===== config.mk =====
export PLATFORM = sky130hd
export DESIGN_NAME = wbos_ctrl
export DESIGN_NICKNAME = d
export VERILOG_FILES = /design/src/hw/rtl/wbos_pkg.sv /design/src/hw/rtl/wbos_ctrl.sv
export SDC_FILE = /design/constraint.sdc
export NUM_CORES = 1
export LEC_CHECK = 0
export BUFFER_PORTS_ARGS = -buffer_cell sky130_fd_sc_hd__buf_2
export CORE_UTILIZATION = 67
export CTS_CLUSTER_DIAMETER = 80
export DETAILED_ROUTE_END_ITERATION = 6
export PLACE_DENSITY = 0.94
export SLEW_MARGIN = 30
export SYNTH_ARGS = -nofsm -noshare
export SYNTH_HDL_FRONTEND = slang
export SYNTH_SLANG_ARGS = --single-unit

===== constraint.sdc =====
create_clock -name i_clk -period 16.88 [get_ports i_clk]
set_input_delay 0.844 -clock i_clk [delete_from_list [all_inputs] [get_ports i_clk]]
set_output_delay 0.844 -clock i_clk [all_outputs]
set_load 0.02 [all_outputs]

===== src/hw/rtl/wbos_pkg.sv =====
package wbos_pkg;

    // search geometry
    localparam int OVERLAP_FRAMES = 256;
    localparam int WINDOW_FRAMES  = 1024;
    localparam int SEARCH_RADIUS  = 256;
    localparam int COARSE_STRIDE  = 4;
    localparam int TOP_COUNT      = 4;
    localparam int SOURCE_FRAMES  = 4096;
    localparam int TAIL_CAP       = 256;

    // store geometry, two channel slots per frame
    localparam int TAIL_DEPTH = TAIL_CAP * 2;
    localparam int SRC_DEPTH  = SOURCE_FRAMES * 2;
    localparam int TAIL_AW    = $clog2(TAIL_DEPTH);
    localparam int SRC_AW     = $clog2(SRC_DEPTH);
    localparam int TAIL_FW    = $clog2(TAIL_CAP);

    // field widths
    localparam int MODE_W   = 2;
    localparam int OFF_W    = 12;
    localparam int SF_W     = 13;
    localparam int TF_W     = 9;
    localparam int SMP_W    = 16;
    localparam int CC_W     = 2;

    // arithmetic widths
    localparam int PROD_W   = 32;
    localparam int CORR_W   = 41;
    localparam int NORM_W   = 40;
    localparam int SCORE_W  = 40;
    localparam int SQ_W     = 80;
    localparam int HALF_W   = 20;
    localparam int IDX_W    = $clog2(OVERLAP_FRAMES + COARSE_STRIDE);
    localparam int STRIDE_W = $clog2(COARSE_STRIDE + 1);
    localparam int USED_W   = $clog2(TOP_COUNT + 1);
    localparam int TOPI_W   = (TOP_COUNT > 1) ? $clog2(TOP_COUNT) : 1;
    localparam int DIVC_W   = $clog2(SQ_W);

    localparam logic [NORM_W-1:0] NORM_MIN = NORM_W'(2);
    localparam logic [CC_W-1:0]   CC_RESET = CC_W'(2);

    typedef enum logic [MODE_W-1:0] {
        MODE_TAIL   = 2'd0,
        MODE_SRC    = 2'd1,
        MODE_SEARCH = 2'd2,
        MODE_NONE   = 2'd3
    } t_mode;

    typedef struct packed {
        logic              start;
        logic [OFF_W-1:0]  off;
        logic              coarse;
        logic [SF_W-1:0]   sf;
        logic [TF_W-1:0]   tf;
        logic              stereo;
    } t_score_cmd;

    typedef struct packed {
        logic               done;
        logic [SCORE_W-1:0] score;
    } t_score_sts;

    typedef struct packed {
        logic              tail_we;
        logic              src_we;
        logic [TAIL_AW-1:0] tail_addr;
        logic [SRC_AW-1:0]  src_addr;
        logic [SMP_W-1:0]   data;
    } t_load;

endpackage


===== src/hw/rtl/wbos_ctrl.sv =====
module wbos_ctrl import wbos_pkg::*; (
    input  logic             i_clk,
    input  logic             i_rst_n,
    input  logic             i_search,
    input  logic [OFF_W-1:0] i_expected,
    input  logic [SF_W-1:0]  i_sf,
    input  logic [TF_W-1:0]  i_tf,
    input  logic             i_stereo,
    output logic             o_idle,
    output t_score_cmd       o_cmd,
    input  t_score_sts       i_sts,
    input  logic             i_out_ready,
    output logic             o_out_valid,
    output logic [OFF_W-1:0] o_out_offset
);

    typedef enum logic [2:0] {
        C_IDLE, C_BASE, C_COARSE, C_REFINE, C_EXH, C_OUT
    } t_state;

    t_state              r_state;
    logic                r_wait;
    logic                r_start;
    logic                r_coarse;
    logic [OFF_W-1:0]    r_off;
    logic [OFF_W-1:0]    r_lo, r_hi;
    logic [SF_W-1:0]     r_sf;
    logic [TF_W-1:0]     r_tf;
    logic                r_stereo;
    logic [OFF_W-1:0]    r_top_o [TOP_COUNT];
    logic [SCORE_W-1:0]  r_top_s [TOP_COUNT];
    logic [USED_W-1:0]   r_used;
    logic [TOPI_W-1:0]   r_c;
    logic [OFF_W-1:0]    r_best_f;
    logic [SCORE_W-1:0]  r_best_v;
    logic                r_out_valid;
    logic [OFF_W-1:0]    r_out_offset;

    logic [SF_W-1:0]     sf_sat, max_off, lo_a, lo_v, hi_a, hi_v, clamp_v;
    logic [TF_W-1:0]     tf_sat;
    logic [USED_W-1:0]   at;
    logic                ins;
    logic [OFF_W-1:0]    n_top_o [TOP_COUNT];
    logic [SCORE_W-1:0]  n_top_s [TOP_COUNT];
    logic [USED_W-1:0]   n_used;
    logic                better;
    logic [TOPI_W-1:0]   c_next;
    logic [OFF_W-1:0]    rlo_cur, rhi_cur, rlo_next;

    function automatic logic [OFF_W-1:0] ref_lo(input logic [OFF_W-1:0] t,
                                                input logic [OFF_W-1:0] lo);
        logic [SF_W-1:0] lim;
        lim = SF_W'(lo) + SF_W'(COARSE_STRIDE - 1);
        ref_lo = (SF_W'(t) >= lim) ? OFF_W'(t - OFF_W'(COARSE_STRIDE - 1)) : lo;
    endfunction

    function automatic logic [OFF_W-1:0] ref_hi(input logic [OFF_W-1:0] t,
                                                input logic [OFF_W-1:0] hi);
        logic [SF_W-1:0] up;
        up = SF_W'(t) + SF_W'(COARSE_STRIDE - 1);
        ref_hi = (up > SF_W'(hi)) ? hi : OFF_W'(up);
    endfunction

    // window: expected +/- radius clamped to [0, max(0, frames - window)]
    always_comb begin
        sf_sat  = (i_sf > SF_W'(SOURCE_FRAMES)) ? SF_W'(SOURCE_FRAMES) : i_sf;
        tf_sat  = (i_tf > TF_W'(TAIL_CAP)) ? TF_W'(TAIL_CAP) : i_tf;
        max_off = (sf_sat >= SF_W'(WINDOW_FRAMES)) ? sf_sat - SF_W'(WINDOW_FRAMES)
                                                   : '0;
        lo_a    = (SF_W'(i_expected) >= SF_W'(SEARCH_RADIUS))
                  ? SF_W'(i_expected) - SF_W'(SEARCH_RADIUS) : '0;
        lo_v    = (lo_a > max_off) ? max_off : lo_a;
        hi_a    = SF_W'(i_expected) + SF_W'(SEARCH_RADIUS);
        hi_v    = (hi_a > max_off) ? max_off : hi_a;
        if (hi_v < lo_v) begin
            hi_v = lo_v;
        end
        clamp_v = SF_W'(i_expected);
        if (clamp_v < lo_v) begin
            clamp_v = lo_v;
        end else if (clamp_v > hi_v) begin
            clamp_v = hi_v;
        end
    end

    // candidate list insertion, ties to the smaller offset
    always_comb begin
        at = r_used;
        for (int i = TOP_COUNT - 1; i >= 0; i--) begin
            if (USED_W'(i) < r_used &&
                (i_sts.score > r_top_s[i] ||
                 (i_sts.score == r_top_s[i] && r_off < r_top_o[i]))) begin
                at = USED_W'(i);
            end
        end
        ins    = (i_sts.score != '0) && (at < USED_W'(TOP_COUNT));
        n_used = r_used;
        if (ins && r_used < USED_W'(TOP_COUNT)) begin
            n_used = r_used + USED_W'(1);
        end
        for (int i = 0; i < TOP_COUNT; i++) begin
            n_top_o[i] = r_top_o[i];
            n_top_s[i] = r_top_s[i];
            if (ins && USED_W'(i) == at) begin
                n_top_o[i] = r_off;
                n_top_s[i] = i_sts.score;
            end else if (ins && USED_W'(i) > at && i > 0) begin
                n_top_o[i] = r_top_o[(i > 0) ? i - 1 : 0];
                n_top_s[i] = r_top_s[(i > 0) ? i - 1 : 0];
            end
        end
    end

    always_comb begin
        better   = (i_sts.score > r_best_v) ||
                   (i_sts.score == r_best_v && i_sts.score != '0 && r_off < r_best_f);
        c_next   = r_c + TOPI_W'(1);
        rlo_cur  = ref_lo(r_top_o[r_c], r_lo);
        rhi_cur  = ref_hi(r_top_o[r_c], r_hi);
        rlo_next = ref_lo(r_top_o[c_next], r_lo);
    end

    always_ff @(posedge i_clk) begin
        if (!i_rst_n) begin
            r_state     <= C_IDLE;
            r_wait      <= 1'b0;
            r_start     <= 1'b0;
            r_used      <= '0;
            r_best_f    <= '0;
            r_best_v    <= '0;
            r_out_valid <= 1'b0;
            for (int i = 0; i < TOP_COUNT; i++) begin
                r_top_o[i] <= '0;
                r_top_s[i] <= '0;
            end
        end else begin
            // in C_OUT a taken result is replaced by the new one below
            if (r_out_valid && i_out_ready && r_state != C_OUT) begin
                r_out_valid <= 1'b0;
            end
            case (r_state)
                C_IDLE: begin
                    if (i_search) begin
                        r_sf     <= sf_sat;
                        r_tf     <= tf_sat;
                        r_stereo <= i_stereo;
                        r_lo     <= OFF_W'(lo_v);
                        r_hi     <= OFF_W'(hi_v);
                        r_off    <= OFF_W'(clamp_v);
                        r_coarse <= 1'b0;
                        r_state  <= C_BASE;
                    end
                end
                C_BASE, C_COARSE, C_REFINE, C_EXH: begin
                    if (!r_wait) begin
                        r_start <= 1'b1;
                        r_wait  <= 1'b1;
                    end else begin
                        r_start <= 1'b0;
                        if (i_sts.done) begin
                            r_wait <= 1'b0;
                            case (r_state)
                                C_BASE: begin
                                    r_best_f <= r_off;
                                    r_best_v <= i_sts.score;
                                    r_used   <= '0;
                                    r_off    <= r_lo;
                                    r_coarse <= 1'b1;
                                    r_state  <= C_COARSE;
                                end
                                C_COARSE: begin
                                    for (int i = 0; i < TOP_COUNT; i++) begin
                                        r_top_o[i] <= n_top_o[i];
                                        r_top_s[i] <= n_top_s[i];
                                    end
                                    r_used <= n_used;
                                    if (r_off == r_hi) begin
                                        r_coarse <= 1'b0;
                                        r_c      <= '0;
                                        if (n_used == '0) begin
                                            r_off   <= r_lo;
                                            r_state <= C_EXH;
                                        end else begin
                                            r_off   <= ref_lo(n_top_o[0], r_lo);
                                            r_state <= C_REFINE;
                                        end
                                    end else begin
                                        r_off <= r_off + OFF_W'(1);
                                    end
                                end
                                C_REFINE: begin
                                    if (better) begin
                                        r_best_f <= r_off;
                                        r_best_v <= i_sts.score;
                                    end
                                    if (r_off >= rhi_cur) begin
                                        if (USED_W'(r_c) + USED_W'(1) >= r_used) begin
                                            r_state <= C_OUT;
                                        end else begin
                                            r_c   <= c_next;
                                            r_off <= rlo_next;
                                        end
                                    end else begin
                                        r_off <= r_off + OFF_W'(1);
                                    end
                                end
                                default: begin
                                    if (better) begin
                                        r_best_f <= r_off;
                                        r_best_v <= i_sts.score;
                                    end
                                    if (r_off == r_hi) begin
                                        r_state <= C_OUT;
                                    end else begin
                                        r_off <= r_off + OFF_W'(1);
                                    end
                                end
                            endcase
                        end
                    end
                end
                C_OUT: begin
                    if (!r_out_valid || i_out_ready) begin
                        r_out_valid  <= 1'b1;
                        r_out_offset <= r_best_f;
                        r_state      <= C_IDLE;
                    end
                end
                default: begin
                    r_state <= C_IDLE;
                end
            endcase
        end
    end

    assign o_idle       = (r_state == C_IDLE);
    assign o_cmd.start  = r_start;
    assign o_cmd.off    = r_off;
    assign o_cmd.coarse = r_coarse;
    assign o_cmd.sf     = r_sf;
    assign o_cmd.tf     = r_tf;
    assign o_cmd.stereo = r_stereo;
    assign o_out_valid  = r_out_valid;
    assign o_out_offset = r_out_offset;

    a_used_bound: assert property (@(posedge i_clk) disable iff (!i_rst_n)
        r_used <= USED_W'(TOP_COUNT))
        else $error("candidate count overflow");

    a_best_in_window: assert property (@(posedge i_clk) disable iff (!i_rst_n)
        (r_state == C_REFINE || r_state == C_EXH || r_state == C_OUT) |->
        (r_best_f >= r_lo && r_best_f <= r_hi))
        else $error("best offset left the window");

    a_top_sorted: assert property (@(posedge i_clk) disable iff (!i_rst_n)
        (r_state == C_REFINE && r_used >= USED_W'(2)) |->
        r_top_s[0] >= r_top_s[1])
        else $error("candidate list out of order");

endmodule


---- After elaboration in Yosys (flattened, before gate mapping) ----
Memories as Yosys holds them, arrays and structs flattened. A register that Yosys moved wholly into a read port is not among the register bits.
Index checks and enable logic that the tools add are counted.
word-level totals
  register bits after elaboration ......... 135
  memory bits (writable) .................. 208
  input port bits ......................... 80
  output and inout bits ................... 51
  logic and storage cells ................. 233
  memories kept ........................... 2
cells by class
  add/sub/neg operators ................... 11
  order comparisons ....................... 33
  equal/unequal tests ..................... 29
  multiplexer cells ....................... 88
  bitwise gates (word level) .............. 9
  reductions and logical operators ........ 45
memory list
  name     depth  bits a word  read ports  clocked after memory_dff  write ports  RTL line         source
  r_top_s  4      40           4           0                         4            wbos_ctrl.sv:31  logic [SCORE_W-1:0] r_top_s [TOP_COUNT];
  r_top_o  4      12           6           1                         4            wbos_ctrl.sv:30  logic [OFF_W-1:0] r_top_o [TOP_COUNT];
operators by type and width
  kind                                                   count
  two-way mux 40 bit                                     12
  two-way mux 12 bit                                     25
  == test 40 bit                                         5
  greater-than comparator 40 bit                         5
  one-hot mux 40 bit (2 select lines)                    1
  two-way mux 13 bit                                     6
  less-than comparator 12 bit                            5
  one-hot mux 12 bit (2 select lines)                    2
  two-way mux 3 bit                                      14
  nonzero test 40 bit                                    1
  one-hot mux 12 bit (3 select lines)                    1
  adder 12 x 2 -> 13 bit, second input constant          2
  >= comparator 12 x 13 -> 1 bit                         2
  greater-than comparator 13 bit                         2
  subtractor 12 x 2 -> 12 bit, second input constant     2
  logical AND 1 bit                                      21
  one-hot mux 3 bit (3 select lines)                     2
  two-way mux 1 bit                                      17
  AND reduction 8 bit                                    2
  inequality test 3 bit, second input constant           5
  inequality test 2 bit, second input constant           7
  AND reduction 7 bit                                    2
  adder 12 x 9 -> 13 bit, second input constant          1
  >= comparator 13 x 11 -> 1 bit, second input constant  1
  other kinds (42)                                       72

---- Depth between registers and ports, before layout ----
An unclocked memory read counts as a cell.
  depth after elaboration ................. 21
  mapped depth ............................ 38
  mapped depth without buffers ............ 33

---- Least setup slack after synthesis ----
No wires, ideal clock.
  kind .................................... input to register
  start ................................... input port i_sf[12]
  end ..................................... register r_off[0] (data pin)
  setup time .............................. 0.259 ns
  arrival time ............................ 8.213 ns
  data required time ...................... 16.621 ns
  path slack .............................. 8.408 ns
  cell stages on the path ................. 32
  path buffers ............................ 5
  path through ............................ clkbuf_1 -> clkbuf_1 -> nand2b_1 -> ha_1 -> o21ai_0 -> o22ai_1 -> nand2_1 -> ha_1 -> and4_1 -> a2111oi_4 -> a21o_1 -> clkbuf_1 -> mux2i_1 -> inv_1 -> ha_1 -> a21o_1 -> a211oi_1 -> o221ai_1 -> a21oi_4 -> buf_6 -> clkbuf_1 -> o21ai_0 -> ha_1 -> nand4_1 -> a21oi_1 -> a21oi_1 -> nor3_1 -> nand2_1 -> or2_2 -> or4_1 -> a41oi_1 -> nor3_1
on the way
  longest elaborated chain between the ends .. 13
  elaborated cells on any way between the ends .. 17
  those cells by class .................... add/sub: 1; order compare: 7; mux: 9
RTL lines
  what                                                                            RTL line          source
  start, declared                                                                 wbos_ctrl.sv:6    input logic [SF_W-1:0] i_sf,
  greater-than comparator 13 bit                                                  wbos_ctrl.sv:66   sf_sat = (i_sf > SF_W'(SOURCE_FRAMES)) ? SF_W'(SOURCE_FRAMES) : i_sf;
  two-way mux 13 bit *                                                            wbos_ctrl.sv:66
  subtractor 13 x 11 -> 13 bit or >= comparator 13 x 11 -> 1 bit (tied branches)  wbos_ctrl.sv:68   max_off = (sf_sat >= SF_W'(WINDOW_FRAMES)) ? sf_sat - SF_W'(WINDOW_FRAMES)
  two-way mux 13 bit *                                                            wbos_ctrl.sv:68
  greater-than comparator 13 bit                                                  wbos_ctrl.sv:72   lo_v = (lo_a > max_off) ? max_off : lo_a;
  two-way mux 13 bit *                                                            wbos_ctrl.sv:72
  via lo_v[3]                                                                     wbos_ctrl.sv:39   logic [SF_W-1:0] sf_sat, max_off, lo_a, lo_v, hi_a, hi_v, clamp_v;
  less-than comparator 13 bit                                                     wbos_ctrl.sv:75   if (hi_v < lo_v) begin
  two-way mux 13 bit                                                              wbos_ctrl.sv:75
  greater-than comparator 12 x 13 -> 1 bit                                        wbos_ctrl.sv:81   end else if (clamp_v > hi_v) begin
  two-way mux 12 bit                                                              wbos_ctrl.sv:81
  two-way mux 12 bit *                                                            wbos_ctrl.sv:79   if (clamp_v < lo_v) begin
  two-way mux 12 bit *                                                            wbos_ctrl.sv:143  if (i_search) begin
  one-hot mux 12 bit (2 select lines) *                                           wbos_ctrl.sv:141  case (r_state)
  end signal, assigned                                                            wbos_ctrl.sv:149  r_off <= OFF_W'(clamp_v);
  end signal, assigned                                                            wbos_ctrl.sv:167  r_off <= r_lo;
  end signal, assigned                                                            wbos_ctrl.sv:181  r_off <= r_lo;
  end, declared                                                                   wbos_ctrl.sv:25   logic [OFF_W-1:0] r_off;
Mark *: on every way through the listed nets, which the timed path passes. The rest lies on a longest branch. The select of a mux whose other input is x is not followed.
A chain may end at the register's enable or synchronous reset.

---- Worst setup path after layout ----
  start ................................... input port i_sf[12]
  end ..................................... register r_off[2] (data pin)
The elaborated chain is that of the path after synthesis.

==> flow_metrics.py <==
metrics = {
    "detailed_routing": {
        "wl_per_cell_um": 25.1,
        "num_vias": 24700,
        "dr.pass1.iters": 7,
        "vias_per_cell": 6.89,
        "routed_wl_um": 89900,
        "first_iter_violations": 3121,
        "ant_nets": 0,
        "drc": 3,
    },
    "global_route": {
        "grt_max_degree": 97,
        "grt_pass1_wl_um": 136000,
        "grt_pass1_vias": 25100,
        "track_usage": 0.425,
        "antenna_found_initial": 5,
        "overflow": 0,
    },
    "timing": {
        "setup_slack_ns": 7.51,
        "worstMarginPinSlew_ns": 1.01,
        "relSlewSlack": 0.324,
        "post-route-period-util": 0.555,
        "maxSlewViolCount": 0,
        "hold_viol_final": 0,
        "worst_clock_skew_ns": 0.0290,
        "rsz0062_at_grt": "false",
        "setup_viol": 0,
        "fin_setup_tns_ns": 0,
        "period_needed_ns": 9.37,
        "fmax_ghz": 0.107,
    },
    "worst_setup_path": {
        "crit_fanout": 28,
        "cp_slowest_stage_delay_ns": 0.70,
        "r2r-end": "r_off[4]$_DFFE_PP_",
        "reg2regPathDepth": 23,
        "crit_start": "i_sf[12]",
        "endpoint_kind": "flip-flop",
        "ff2ff_setup_slack_ns": 9.46,
        "crit_slowest_cell": "nor3_1",
        "worstPathRequired_ns": 17.23,
        "arrival_ns": 9.72,
        "path_class": "input pin to flip-flop",
        "cp-endpoint": "r_off[2]$_DFFE_PP_",
        "crit_top_cell": "ha_1",
        "start_kind": "input pin",
    },
    "synthesis": {
        "syn_nets": 3403,
        "async_reset_ff_frac": 0,
        "yosysMostFrequentCell": "nand2_1",
        "yosysSeqAreaShare": 0.355,
        "synth_common_cells": "nand2_1 (424), ha_1 (379), inv_1 (376), edfxtp_1 (282), mux2i_1 (191)",
        "ys_types": 82,
        "synth.avg_cell_area_um2": 9.32,
        "netlist_area_um2": 27400,
        "ys.warnings.count": 0,
        "yosys.area.top_type_share": 0.309,
        "synth.largest_area_cell": "edfxtp_1",
        "synthFlopType": "edfxtp_1",
        "synth_area_leaders": "edfxtp_1 (31%), ha_1 (17%), mux2i_1 (7.0%)",
        "synth_edf_count": 282,
        "netlist_instances": 2944,
        "ys_ff_latch": 345,
    },
    "pwr": {
        "p_sw_mw": 1.19,
        "power_density_nw_per_um2": 102,
        "p_sw_frac": 0.389,
        "totalPowerFinal_mw": 3.05,
        "peakVddDrop_mv": 0.0923,
        "power_frac_seq": 0.352,
        "p_clk_frac": 0.269,
        "combPwrFrac": 0.379,
        "p_leak_nw": 13.3,
        "p_int_mw": 1.87,
    },
    "cells_and_area": {
        "fin_area_um2": 29800,
        "area_growth_pct": 8.65,
        "layout-drive-gt1-share": 0.0923,
        "nets": 3485,
        "post_layout_nonfiller_instances": 3581,
    },
    "cts": {
        "root_buffer": "clkbuf_16",
        "numCtsBuffers": 39,
        "cts_resized": 0,
        "cts_setup_buffers": 0,
        "clockBufferDepth": 3,
        "cts_tree": "built",
        "clkTransAtPathRegs_ns": 0.06,
        "cts_hold_buffers": 0,
        "clock_sinks": 345,
        "htree_levels": 2,
        "clkLatencyLatePin_ns": 0.59,
    },
    "floorplanning": {
        "start_util": 0.684,
        "ios": 131,
        "chipWidth_um": 204,
        "die_y_um": 204,
        "core_um2": 40100,
        "rows": 73,
        "die_area_um2": 41700,
    },
    "job": {
        "maxCapViolCount": 0,
    },
    "min_path": {
        "hold_class": "flip-flop to flip-flop",
    },
    "placed_design": {
        "port_buffers": 130,
        "hpwl_um": 64100,
        "placed_area_um2": 28600,
        "place_inst": 3508,
        "gp_congestion": 0.974,
        "place_ws_ns": 7.27,
    },
    "status": {
        "outcome": "finished with violations",
        "violations": "DRC",
    },
}
-- power by group through the flow --
stage	clock (mW)	sequential, mW	combinational (mW)
finish	0.822	1.07	1.16
global placement	0	1.08	1.07
detailed placement	0	1.09	1.11
global route	0.848	1.08	1.24
CTS	0.815	1.07	1.12
floorplan	0	1.09	0.722
-- stage by stage --
stage               hold slack, ns   util
floorplan                    0.425      -
detailed placement           0.446  0.713
global route                 0.445  0.743
CTS                          0.452  0.742
global placement             0.442  0.712
finish                       0.459  0.743
-- cells in the final DEF, fill, tap and decap left out, drive strengths merged, types with 22 or more instances in the layout --
cell    instances
inv           377
nor2          101
o31ai          62
a21oi         126
o21a           22
nand3          70
nand2b         26
mux2i         191
edfxtp        282
nor4           33
nor3           40
xnor2          30
o21ai         102
nand4          75
nand2         424
dfxtp          63
mux4           24
a21o           93
nor2b          32
clkbuf         56
ha            379
buf           164
xor2           41
-- flip-flops by register name (all words and copies together), names as in the netlist, named ones only --
name,count
r_coarse,1
r_tf,9
r_top_o,48
r_state,3
r_hi,12
r_lo,12
r_wait,1
r_off,12
r_start,1
r_c,2
r_best_f,12
r_sf,13
r_stereo,1
o_out_valid,1
r_top_s,160
r_used,3
o_out_offset,12
r_best_v,40
-- critical path: cells and delay by family --
family          cells  cell delay [ns]
simple gates        6             1.81
buf+inv             2             0.43
mux                 3             1.61
fa+ha+maj           4             1.13
compound gates     14             3.86
-- cell families (layout without fill, tap and decap cells) --
kind of cell	after synthesis	count (layout)	share of synthesized area
adder cells (fa/ha/maj)	379	379	0.173
multiplexers	229	229	0.0956
AND/OR/NAND/NOR	868	868	0.148
XOR/XNOR	71	71	0.0227
AO/OA/AOI/OAI	553	553	0.136
buffers and inverters	499	610	0.0703
other	0	1	0
flip-flops	345	345	0.355
-- cell type report --
cell class | instances | area [um^2]
Antenna cell | 1 | 2.50
Clock buffer | 56 | 1060
Clock inverter | 14 | 120
Fill cell | 2572 | 10300
Inverter | 376 | 1410
Multi-Input combinational cell | 2100 | 15900
Sequential cell | 345 | 9730
Tap cell | 525 | 657
Timing Repair Buffer | 164 | 925
-- metal layers --
metal  global-route usage  vias up  wire length, um
met5                    0        -               36
met4                0.304        6             7320
met3                0.101      562             9180
met2                0.717     1725            42100
met1                0.470    11600            31300
li1                     -    10800                -
-- how the worst min path moves through the flow --
| stage | start | end | cells after the start |
|---|---|---|---|
| after floorplan | r_best_f[0]$_SDFFE_PN0P_ | o_out_offset[0]$_DFFE_PP_ | 0 |
| after global placement | r_best_v[37]$_SDFFE_PN0P_ | r_best_v[37]$_SDFFE_PN0P_ | 2 |
| after detailed placement | r_best_v[23]$_SDFFE_PN0P_ | r_best_v[23]$_SDFFE_PN0P_ | 2 |
| after CTS | i_stereo | r_stereo$_DFFE_PP_ | 1 |
| after global routing | i_stereo | r_stereo$_DFFE_PP_ | 1 |
| final | r_best_v[10]$_SDFFE_PN0P_ | r_best_v[10]$_SDFFE_PN0P_ | 2 |
Power figures use the tool's default switching activity.
